===== src/frr_pkg.sv =====
// ----------------------------------------------------------------------------
// frr_pkg
// shared types, codes and register indexes of the framed request receiver
// ----------------------------------------------------------------------------
package frr_pkg;

  localparam int unsigned CFG_INDEX_W = 3;
  localparam int unsigned CFG_DATA_W  = 16;

  localparam logic [CFG_INDEX_W-1:0] REG_START_ONE     = 3'd0;
  localparam logic [CFG_INDEX_W-1:0] REG_START_TWO     = 3'd1;
  localparam logic [CFG_INDEX_W-1:0] REG_START_THREE   = 3'd2;
  localparam logic [CFG_INDEX_W-1:0] REG_START_FOUR    = 3'd3;
  localparam logic [CFG_INDEX_W-1:0] REG_LOWEST_ID     = 3'd4;
  localparam logic [CFG_INDEX_W-1:0] REG_PAYLOAD_LIMIT = 3'd5;

  localparam logic [15:0] PAYLOAD_LIMIT_RESET = 16'd1024;

  localparam logic [1:0] EV_NONE    = 2'd0;
  localparam logic [1:0] EV_PAYLOAD = 2'd1;
  localparam logic [1:0] EV_ACCEPT  = 2'd2;
  localparam logic [1:0] EV_DROP    = 2'd3;

  localparam logic CMD_BYTE = 1'b0;
  localparam logic CMD_GAP  = 1'b1;

  typedef struct packed {
    logic [7:0]  start_byte_one;
    logic [7:0]  start_byte_two;
    logic [7:0]  start_byte_three;
    logic [7:0]  start_byte_four;
    logic [7:0]  lowest_id;
    logic [15:0] payload_limit;
  } cfg_t;

  typedef struct packed {
    logic [1:0]  event_res;
    logic [15:0] payload_index;
    logic [7:0]  payload_byte;
    logic [7:0]  request_id;
    logic [15:0] payload_length;
  } result_t;

endpackage


===== src/frr_cfg_regs.sv =====
// ----------------------------------------------------------------------------
// frr_cfg_regs
// configuration register file, write only
// ----------------------------------------------------------------------------
module frr_cfg_regs (
  input  logic                               clk,
  input  logic                               rst,
  input  logic                               cfg_we,
  input  logic [frr_pkg::CFG_INDEX_W-1:0]    cfg_index,
  input  logic [frr_pkg::CFG_DATA_W-1:0]     cfg_data,
  output frr_pkg::cfg_t                      cfg
);

  always_ff @(posedge clk) begin
    if (rst) begin
      cfg.start_byte_one   <= 8'd0;
      cfg.start_byte_two   <= 8'd0;
      cfg.start_byte_three <= 8'd0;
      cfg.start_byte_four  <= 8'd0;
      cfg.lowest_id        <= 8'd0;
      cfg.payload_limit    <= frr_pkg::PAYLOAD_LIMIT_RESET;
    end else if (cfg_we) begin
      case (cfg_index)
        frr_pkg::REG_START_ONE:     cfg.start_byte_one   <= cfg_data[7:0];
        frr_pkg::REG_START_TWO:     cfg.start_byte_two   <= cfg_data[7:0];
        frr_pkg::REG_START_THREE:   cfg.start_byte_three <= cfg_data[7:0];
        frr_pkg::REG_START_FOUR:    cfg.start_byte_four  <= cfg_data[7:0];
        frr_pkg::REG_LOWEST_ID:     cfg.lowest_id        <= cfg_data[7:0];
        frr_pkg::REG_PAYLOAD_LIMIT: cfg.payload_limit    <= cfg_data;
        default: ;
      endcase
    end
  end

endmodule


===== src/frr_core.sv =====
// ----------------------------------------------------------------------------
// frr_core
// frame state machine, checksum and per-beat result
// ----------------------------------------------------------------------------
module frr_core (
  input  logic              clk,
  input  logic              rst,
  input  frr_pkg::cfg_t     cfg,
  input  logic              beat,
  input  logic              command,
  input  logic [7:0]        rx_byte,
  output frr_pkg::result_t  result
);

  typedef enum logic [3:0] {
    SOF1    = 4'd0,
    SOF2    = 4'd1,
    SOF3    = 4'd2,
    SOF4    = 4'd3,
    ID      = 4'd4,
    LEN1    = 4'd5,
    LEN2    = 4'd6,
    PAYLOAD = 4'd7,
    CRC1    = 4'd8,
    CRC2    = 4'd9
  } phase_t;

  phase_t      phase, phase_next;
  logic [15:0] byte_counter, byte_counter_next;
  logic [15:0] running_sum, running_sum_next;
  logic [7:0]  checksum_low_byte, checksum_low_byte_next;
  logic [7:0]  held_id, held_id_next;
  logic [15:0] held_length, held_length_next;

  logic [15:0] sum_add;
  logic [15:0] sum_shift;
  logic [15:0] count_inc;
  logic [15:0] len_full;
  logic [7:0]  want;
  logic        drop;

  assign sum_add   = running_sum + {8'd0, rx_byte};
  assign sum_shift = {sum_add[14:0], 1'b0};
  assign count_inc = byte_counter + 16'd1;
  assign len_full  = {rx_byte, held_length[7:0]};

  always_comb begin
    case (phase)
      SOF1:    want = cfg.start_byte_one;
      SOF2:    want = cfg.start_byte_two;
      SOF3:    want = cfg.start_byte_three;
      default: want = cfg.start_byte_four;
    endcase
  end

  always_comb begin
    phase_next             = phase;
    byte_counter_next      = byte_counter;
    running_sum_next       = running_sum;
    checksum_low_byte_next = checksum_low_byte;
    held_id_next           = held_id;
    held_length_next       = held_length;
    result                 = '0;
    drop                   = 1'b0;

    if (command == frr_pkg::CMD_GAP) begin
      drop = 1'b1;
    end else begin
      case (phase)
        SOF1, SOF2, SOF3, SOF4: begin
          if (rx_byte == want) begin
            running_sum_next  = sum_shift;
            phase_next        = phase_t'(phase + 4'd1);
            byte_counter_next = count_inc;
          end else begin
            drop = 1'b1;
          end
        end
        ID: begin
          if (rx_byte > cfg.lowest_id) begin
            running_sum_next = sum_shift;
            held_id_next     = rx_byte;
            phase_next       = LEN1;
          end else begin
            drop = 1'b1;
          end
        end
        LEN1: begin
          running_sum_next = sum_shift;
          held_length_next = {8'd0, rx_byte};
          phase_next       = LEN2;
        end
        LEN2: begin
          held_length_next = len_full;
          if (len_full == 16'd0) begin
            running_sum_next = sum_shift;
            phase_next       = CRC1;
          end else if (len_full <= cfg.payload_limit) begin
            running_sum_next  = sum_shift;
            phase_next        = PAYLOAD;
            byte_counter_next = 16'd0;
          end else begin
            drop = 1'b1;
          end
        end
        PAYLOAD: begin
          running_sum_next     = sum_shift;
          result.event_res     = frr_pkg::EV_PAYLOAD;
          result.payload_index = byte_counter;
          result.payload_byte  = rx_byte;
          byte_counter_next    = count_inc;
          if (count_inc == held_length) begin
            phase_next = CRC1;
          end
        end
        CRC1: begin
          checksum_low_byte_next = rx_byte;
          phase_next             = CRC2;
        end
        CRC2: begin
          if ({rx_byte, checksum_low_byte} == running_sum) begin
            result.event_res      = frr_pkg::EV_ACCEPT;
            result.request_id     = held_id;
            result.payload_length = held_length;
            phase_next             = SOF1;
            byte_counter_next      = 16'd0;
            running_sum_next       = 16'd0;
            checksum_low_byte_next = 8'd0;
            held_id_next           = 8'd0;
            held_length_next       = 16'd0;
          end else begin
            drop = 1'b1;
          end
        end
        default: drop = 1'b1;
      endcase
    end

    if (drop) begin
      result                 = '0;
      result.event_res       = (phase == SOF1) ? frr_pkg::EV_NONE : frr_pkg::EV_DROP;
      phase_next             = SOF1;
      byte_counter_next      = 16'd0;
      running_sum_next       = 16'd0;
      checksum_low_byte_next = 8'd0;
      held_id_next           = 8'd0;
      held_length_next       = 16'd0;
    end
  end

  always_ff @(posedge clk) begin
    if (rst) begin
      phase             <= SOF1;
      byte_counter      <= 16'd0;
      running_sum       <= 16'd0;
      checksum_low_byte <= 8'd0;
      held_id           <= 8'd0;
      held_length       <= 16'd0;
    end else if (beat) begin
      phase             <= phase_next;
      byte_counter      <= byte_counter_next;
      running_sum       <= running_sum_next;
      checksum_low_byte <= checksum_low_byte_next;
      held_id           <= held_id_next;
      held_length       <= held_length_next;
    end
  end

endmodule


===== src/frr_out_reg.sv =====
// ----------------------------------------------------------------------------
// frr_out_reg
// result register on the master side, loads while empty or draining
// ----------------------------------------------------------------------------
module frr_out_reg (
  input  logic              clk,
  input  logic              rst,
  input  logic              load,
  input  frr_pkg::result_t  result,
  output logic              in_ready,
  output logic              m_tvalid,
  input  logic              m_tready,
  output logic [47:0]       m_tdata,
  output logic [1:0]        m_tuser
);

  assign in_ready = !m_tvalid || m_tready;

  always_ff @(posedge clk) begin
    if (rst) begin
      m_tvalid <= 1'b0;
    end else if (in_ready) begin
      m_tvalid <= load;
    end
  end

  always_ff @(posedge clk) begin
    if (load) begin
      m_tdata <= {result.payload_length, result.request_id,
                  result.payload_byte, result.payload_index};
      m_tuser <= result.event_res;
    end
  end

endmodule


===== src/framed_request_receiver.sv =====
// ----------------------------------------------------------------------------
// framed_request_receiver
// byte-serial deframer for length-prefixed frames with a shift-add checksum
// ----------------------------------------------------------------------------
// timing: an accepted input beat gives its result beat in the next cycle
// throughput: one byte per cycle, one result beat for every input beat
// rate is set by the single result register; s_tready drops only while it is
// full and m_tready is low
// reset: synchronous, clears frame state and loads register defaults
// ----------------------------------------------------------------------------
module framed_request_receiver (
  input  logic                            clk,
  input  logic                            rst,
  input  logic                            s_tvalid,
  output logic                            s_tready,
  input  logic [7:0]                      s_tdata,   // rx_byte
  input  logic [0:0]                      s_tuser,   // command
  output logic                            m_tvalid,
  input  logic                            m_tready,
  output logic [47:0]                     m_tdata,   // payload_index, payload_byte,
                                                     // request_id, payload_length
  output logic [1:0]                      m_tuser,   // event_res
  input  logic                            cfg_we,
  input  logic [frr_pkg::CFG_INDEX_W-1:0] cfg_index,
  input  logic [frr_pkg::CFG_DATA_W-1:0]  cfg_data
);

  frr_pkg::cfg_t    cfg;
  frr_pkg::result_t result;
  logic             beat;

  assign beat = s_tvalid && s_tready;

  frr_cfg_regs u_cfg (
    .clk       (clk),
    .rst       (rst),
    .cfg_we    (cfg_we),
    .cfg_index (cfg_index),
    .cfg_data  (cfg_data),
    .cfg       (cfg)
  );

  frr_core u_core (
    .clk     (clk),
    .rst     (rst),
    .cfg     (cfg),
    .beat    (beat),
    .command (s_tuser[0]),
    .rx_byte (s_tdata),
    .result  (result)
  );

  frr_out_reg u_out (
    .clk      (clk),
    .rst      (rst),
    .load     (beat),
    .result   (result),
    .in_ready (s_tready),
    .m_tvalid (m_tvalid),
    .m_tready (m_tready),
    .m_tdata  (m_tdata),
    .m_tuser  (m_tuser)
  );

endmodule


===== config.mk =====
export PLATFORM = sky130hd
export DESIGN_NAME = framed_request_receiver
export DESIGN_NICKNAME = d
export VERILOG_FILES = /design/src/frr_pkg.sv /design/src/frr_cfg_regs.sv /design/src/frr_core.sv /design/src/frr_out_reg.sv /design/src/framed_request_receiver.sv
export SDC_FILE = /design/constraint.sdc
export NUM_CORES = 1
export LEC_CHECK = 0
export BUFFER_PORTS_ARGS = -buffer_cell sky130_fd_sc_hd__clkbuf_2
export CORE_UTILIZATION = 45
export CTS_BUF_LIST = sky130_fd_sc_hd__clkbuf_16
export DETAILED_ROUTE_END_ITERATION = 6
export PLACE_DENSITY_LB_ADDON = 0.15
export SYNTH_ARGS = -nofsm -noshare
export SYNTH_HDL_FRONTEND = slang
export SYNTH_SLANG_ARGS = --single-unit

===== constraint.sdc =====
create_clock -name clk -period 6.18 [get_ports clk]
set_input_delay 0.309 -clock clk [delete_from_list [all_inputs] [get_ports clk]]
set_output_delay 0.309 -clock clk [all_outputs]
set_load 0.01 [all_outputs]

==> results_dict.tcl, run 1 <==
set metrics [dict create \
    final-seq-area_sq_um 3980 \
    synthArstFlopShare_pct 0 \
    ff2ff_path_depth 10 \
    dieArea_sq_um 20900 \
    drcViolationCount 0 \
    synth.avg_cell_area_sq_um 9.02 \
    cellPowerDensity_nw_per_um2 238 \
    p_total_mw 2.44 \
    grt_pass1_vias 6916 \
    die_w_microns 144 \
    post-dp-hpwl_mm 17.1 \
    nets 1135 \
    r2r-start "u_core.phase[0]" \
    cts-htree-levels 4 \
    outcome "finished clean" \
    arrival_ns 4.72 \
    final.period_utilization_pct 70.6 \
    reg2reg_slack_ns 1.81 \
    layout_common_cells "nand2_1, dfxtp_1, clkbuf_2, a21oi_1" \
    place_congestion 0.919 \
    cts_resized 0 \
    drtIter0Drc 693 \
    critPathMaxFanout 25 \
    wl_met3_mm 1.09 \
    required_ns 6.53 \
    fin_skew_ns 0.0132 \
    grt_max_degree 97 \
    cts_setup_buffers 0 \
    maxSlewHeadroom_pct 27.0 \
    rsz0062_at_grt "false" \
    cts_hold_buf 0 \
    clockRootBuffer "clkbuf_16" \
    top_layer_used "met4" \
    ir_drop_mv 0.196 \
    maxCapViolCount 0 \
    die_h_microns 144 \
    grt_use_total_pct 24.8 \
    place_ws_ns 1.94 \
    synth_edf_count 50 \
    hold_end "u_cfg.cfg[12]" \
    period_minus_slack_ns 4.37 \
    antenna_left 0 \
    firstDrtPassIters 7 \
    tightest_slew_ns 1.10 \
    via_per_inst 5.65 \
    yosysSeqAreaShare_pct 43.6 \
    p_leak_nw 3.89 \
    yosysWarningCount 0 \
    route.met2.wl_mm 11.3 \
    wl_per_cell_microns 18.4 \
    num_vias 7583 \
    critPathCaptureType "register" \
    synthFlopType "dfxtp_1" \
    fill_cells 1901 \
    setup.worst_path.start_class "register" \
    ys_ff_latch 174 \
    clock_latency_ns 0.44 \
    portBuffers 84 \
    n_antenna_cell 0 \
    clock_path_buffers 2 \
    synthCells 1012 \
    timing.final.ws_setup_ns 1.81 \
    clk_pin_slew_worst_paths_ns 0.07 \
    cts_sinks 174 \
    grt_pass1_wl_mm 39.1 \
    io_pins 85 \
    core_area_sq_um 19700 \
    final_common_cell "nand2_1" \
    hold_viol_final 0 \
    crit_type "register to register" \
    cts_tree "built" \
    routedLengthMet1_mm 11.7 \
    synth_area_sq_um 9130 \
    hp-class "primary input to register" \
    antenna_found_initial 1 \
    timing.rr.end "u_core.running_sum[5]" \
    area_growth_pct 12.4 \
    drv_slew 0 \
    yosys.area.top_type "dfxtp_1" \
    whs_path_depth 3 \
    rows 51 \
    grt_remaining_overflow 0 \
    finalSetupTns_ns 0 \
    synth_cell_type_count 69 \
    setup_viol 0 \
    worstHoldStart "cfg_data[12]" \
    cts-buffers-inserted 17 \
    max_freq_mhz 229 \
    synth_top_area_share_pct 27.2 \
    syn-num-nets 1082 \
    multi_input_area_sq_um 4730 \
    layout-drive-gt1-share_pct 12.5 \
    final_util_pct 52.2 \
    synthTopCellsByArea "dfxtp_1, edfxtp_1, nand2_1" \
    wl_mm 24.7 \
    start_util_pct 46.4 \
]
[synth_stat cells, types with 3 or more instances]
cell and count:
a211oi_1 5, a21o_1 10, a21oi_1 72, a221oi_1 5, a222oi_1 8, a22o_1 14
a31oi_1 8, a32o_1 8, a32oi_1 6, and2_1 32, and3_1 24, and4_1 4
buf_1 4, buf_2 9, buf_6 4, clkbuf_1 39, dfxtp_1 124, edfxtp_1 50
ha_1 36, inv_1 49, mux2i_1 30, nand2_1 163, nand2b_1 13, nand3_1 28
nand4_1 25, nor2_1 50, nor2b_1 14, nor3_1 9, nor4_1 13, o211ai_1 7
o21a_1 4, o21ai_0 27, o21bai_1 4, o22ai_1 7, o2bb2ai_1 4, o32ai_1 8
o41ai_2 3, or3_1 8, or4_1 3, xnor2_1 38, xor2_1 10
[metrics by stage]
step / cells / hold slack (ns) / cell area, sq um
after floorplan: 1012 / 0.433 / 9130
after global placement: 1311 / 0.445 / 9690
after detailed placement: 1311 / 0.447 / 9690
after CTS: 1343 / 0.0787 / 10300
after global routing: 1343 / 0.0895 / 10300
final: 1343 / 0.0889 / 10300
[state kept, by name (all words and copies together), names as in the netlist]
signal	cells
u_cfg.cfg	56
u_out.m_tdata	48
u_out.m_tuser	2
u_core.running_sum	15
u_core.phase	4
u_core.held_length	16
u_core.byte_counter	16
u_out.m_tvalid	1
u_core.checksum_low_byte	8
u_core.held_id	8
[layout make-up]
| type | count | area share (%) |
|---|---|---|
| Clock buffer | 17 | 4.15 |
| Sequential cell | 174 | 38.8 |
| Tap cell | 265 | 3.23 |
| Clock inverter | 15 | 1.41 |
| Timing Repair Buffer | 90 | 4.54 |
| Inverter | 49 | 1.79 |
| Multi-Input combinational cell | 733 | 46.1 |
[layer usage]
metal  global-route usage, %  up-vias
met1                    34.8     3589
li1                        -     3749
met2                    38.0      210
met4                    9.75        0
met5                       0        -
met3                    3.81       35
[report_power, final]
part | total (mW) | internal, mW | switching [mW]
Combinational | 0.179 | 0.0561 | 0.123
Sequential | 1.21 | 1.20 | 0.00912
Clock | 1.06 | 0.594 | 0.466
[critical path, cell delays in order (launching register included)]
cell,delay [ns]
dfxtp_1,0.43
inv_1,0.10
ha_1,0.53
or3_1,0.59
a21o_1,0.21
a32oi_1,0.20
o211ai_1,0.19
o41ai_4,0.96
buf_4,0.39
nand4_1,0.35
o21ai_0,0.30
[worst max-delay path by stage]
stage	from	endpoint	slack, ns	depth (start not counted)
global route	u_core.phase[0]	u_core.running_sum[4]	1.48	10
global placement	u_core.phase[0]	u_core.running_sum[4]	2.05	10
floorplan	m_tready	u_core.running_sum[12]	3.27	8
detailed placement	u_core.phase[0]	u_core.running_sum[5]	1.94	10
finish	u_core.phase[0]	u_core.running_sum[5]	1.81	10
CTS	u_core.phase[0]	u_core.running_sum[5]	1.88	10
[logic make-up after synthesis]
family,after synthesis,share of synthesized area [%]
multiplexers,31,3.41
AND/OR/NAND/NOR,397,21.5
adder cells (fa/ha/maj),37,5.15
XOR/XNOR,48,4.61
AO/OA/AOI/OAI,220,17.0
buffers and inverters,105,4.77
flip-flops,174,43.6
No activity file was read; power rests on OpenSTA's default activity.
==> inputs of run 2 (changes only) <==
==> constraint.sdc (replaced) <==
create_clock -name clk -period 4.1 [get_ports clk]
set_input_delay 0.205 -clock clk [delete_from_list [all_inputs] [get_ports clk]]
set_output_delay 0.205 -clock clk [all_outputs]
set_load 0.01 [all_outputs]
==> run 2 against run 1 <==
- core utilization increased by 0.95 points
- combinational power increased by 58%
- largest cell class unchanged
- die area did not move
- register-to-register slack worse by 1.3 ns
- critical path type unchanged
- sequential cell count unchanged
- clock power rose by 45%
- final area up 1.8%
- total power up 49%
- hold slack worse by 0.067 ns
- fmax up 21%
- the run now ends with design-rule violations left
==> results_dict.tcl, run 2 (synthesis results as in run 1) <==
set metrics [dict create \
    crit_type "register to register" \
    crit_path_end "u_core.running_sum[15]" \
    clockRootBuffer "clkbuf_16" \
    cts_setup_buffers 0 \
    cts-buffers-inserted 17 \
    r2r-start "u_core.phase[0]" \
    top_regs "u_cfg.cfg x56, u_out.m_tdata x48" \
    period_minus_slack_ns 3.61 \
    clk_pin_slew_worst_paths_ns 0.07 \
    pwr-share-seq_pct 50.0 \
    io_pins 85 \
    hold_ws_ns 0.0217 \
    critPathCaptureType "register" \
    ff2ff_path_depth 10 \
    final_common_cell "nand2_1" \
    layout_common_cells "nand2_1, dfxtp_1, clkbuf_2, a21oi_1" \
    cp-startpoint "u_core.phase[0]" \
    grt_pass1_wl_mm 39.2 \
    num_vias 7776 \
    final.period_utilization_pct 88.1 \
    critPathMaxStageDelay_ns 0.57 \
    hold_viol_final 0 \
    grt_use_total_pct 24.9 \
    layout-drive-gt1-share_pct 13.9 \
    combPwrFrac_pct 7.8 \
    wl_mm 24.9 \
    largest-register "u_cfg.cfg" \
    place_congestion 0.870 \
    cellPowerDensity_nw_per_um2 348 \
    antenna_found_initial 0 \
    hp-class "primary input to register" \
    clkPwrFrac_pct 42.3 \
    fin_skew_ns 0.00973 \
    clock_latency_ns 0.44 \
    timing.rr.end "u_core.running_sum[15]" \
    worst_path_max_delay_cell "or3_1" \
    grt_remaining_overflow 0 \
    wl_per_cell_microns 18.2 \
    area_growth_pct 14.5 \
    required_ns 4.46 \
    tightest_slew_ns 1.06 \
    core_area_sq_um 19700 \
    crit_chain "inv_1 > ha_1 > or3_1 > a21o_1 > a32oi_1 > o211ai_1 > o41ai_4 > buf_4 > nand4_1 > o21ai_0" \
    rows 51 \
    swShare_pct 24.9 \
    p_sw_mw 0.907 \
    die_w_microns 144 \
    largest_register_ffs 56 \
    drv_slew 0 \
    n_antenna_cell 0 \
    post-dp-hpwl_mm 17.8 \
    finalSetupTns_ns 0 \
    start_util_pct 46.4 \
    drtIter0Drc 649 \
    max_freq_mhz 277 \
    reg2reg_slack_ns 0.49 \
    outcome "complete, but fails checks" \
    setup.worst_path.start_class "register" \
    clock_path_buffers 2 \
    maxSlewHeadroom_pct 29.4 \
    p_leak_nw 4.01 \
    antenna_left 0 \
    cts-htree-levels 4 \
    violations "design-rule violations" \
    portBuffers 84 \
    final_util_pct 53.2 \
    cts_sinks 174 \
    die_h_microns 144 \
    dieArea_sq_um 20900 \
    arrival_ns 3.97 \
    drcViolationCount 4 \
    power.internal_mw 2.73 \
    setup_viol 0 \
    critPathMaxFanout 17 \
    grt_pass1_vias 7134 \
    cts_tree "built" \
    grt_max_degree 96 \
    maxCapViolCount 0 \
    ir_drop_mv 0.279 \
    via_per_inst 5.68 \
    rsz0062_at_grt "false" \
    fill_cells 1881 \
    firstDrtPassIters 7 \
    nets 1160 \
]
## run 2: cell count changes in the layout (fill, tap and decap cells not counted)
cell           change
buf_4             +18
dlygate4sd3_1      +7
bufinv_16          -1
clkinv_1           -1
clkinv_2           +1
clkinv_4           -1
clkinvlp_4         +1
inv_1              +1
inv_6              -1
inv_8              +1
nor3_2             -1
nor3_4             +1
## run 2: per-layer routing
metal | GRT usage [%] | vias up | routed length (microns)
met5 | 0 | - | 0
met4 | 10.2 | 0 | 784
met2 | 39.6 | 262 | 11500
met1 | 32.7 | 3657 | 11100
met3 | 5.33 | 52 | 1500
li1 | - | 3805 | -
## run 2: how the worst min path moves through the flow
stage                 start                     endpoint  slack, ns  cells after the start
3_3_place_gp   cfg_data[12]                u_cfg.cfg[12]       0.43                      3
2_1_floorplan    s_tdata[2]  u_core.checksum_low_byte[2]       0.33                      1
3_5_place_dp    cfg_data[8]                 u_cfg.cfg[8]       0.43                      3
5_1_grt        cfg_data[11]                u_cfg.cfg[11]       0.04                      3
4_1_cts        cfg_data[11]                u_cfg.cfg[11]       0.01                      3
6_report       cfg_data[11]                u_cfg.cfg[11]       0.02                      3
## run 2: area by class of cell
type / count / area, sq um / share of cell area (%)
multi-input cells: 733 / 4730 / 45.3
flip-flops and latches: 174 / 3980 / 38.1
repair buffers: 115 / 671 / 6.42
clock buffers: 17 / 425 / 4.07
well taps: 265 / 332 / 3.17
inverters: 49 / 184 / 1.76
clock inverters: 15 / 121 / 1.16
## run 2: through the flow
stage                     cell area, sq um  instances  setup WS (ns)  total power [mW]
after floorplan                       9130       1012           1.19              2.01
after CTS                            10400       1368          0.249              3.66
after global routing                 10400       1368          0.223              3.77
after global placement                9830       1329          0.331              2.13
final                                10400       1368          0.490              3.64
after detailed placement              9830       1329          0.283              2.13
## run 2: worst max-delay path: cells and delay by family, from the launching register on
kind | cells | cell delay, ns
adder cells (fa/ha/maj) | 1 | 0.36
AO/OA/AOI/OAI | 5 | 1.37
flip-flops | 1 | 0.43
buffers and inverters | 2 | 0.42
AND/OR/NAND/NOR | 2 | 0.95
## run 2: power by group through the flow
| stage | clock network, mW | logic [mW] | registers (mW) |
|---|---|---|---|
| global placement | 0 | 0.274 | 1.86 |
| CTS | 1.56 | 0.282 | 1.82 |
| floorplan | 0 | 0.147 | 1.87 |
| detailed placement | 0 | 0.276 | 1.86 |
| global route | 1.65 | 0.308 | 1.82 |
| finish | 1.54 | 0.282 | 1.82 |
## run 2: timing repair
item / CTS / global route
hold endpoints to repair: 7 / 0
endpoints found under the setup margin: 0 / 22
gates resized for setup: 0 / 1
hold buffers: 7 / 0
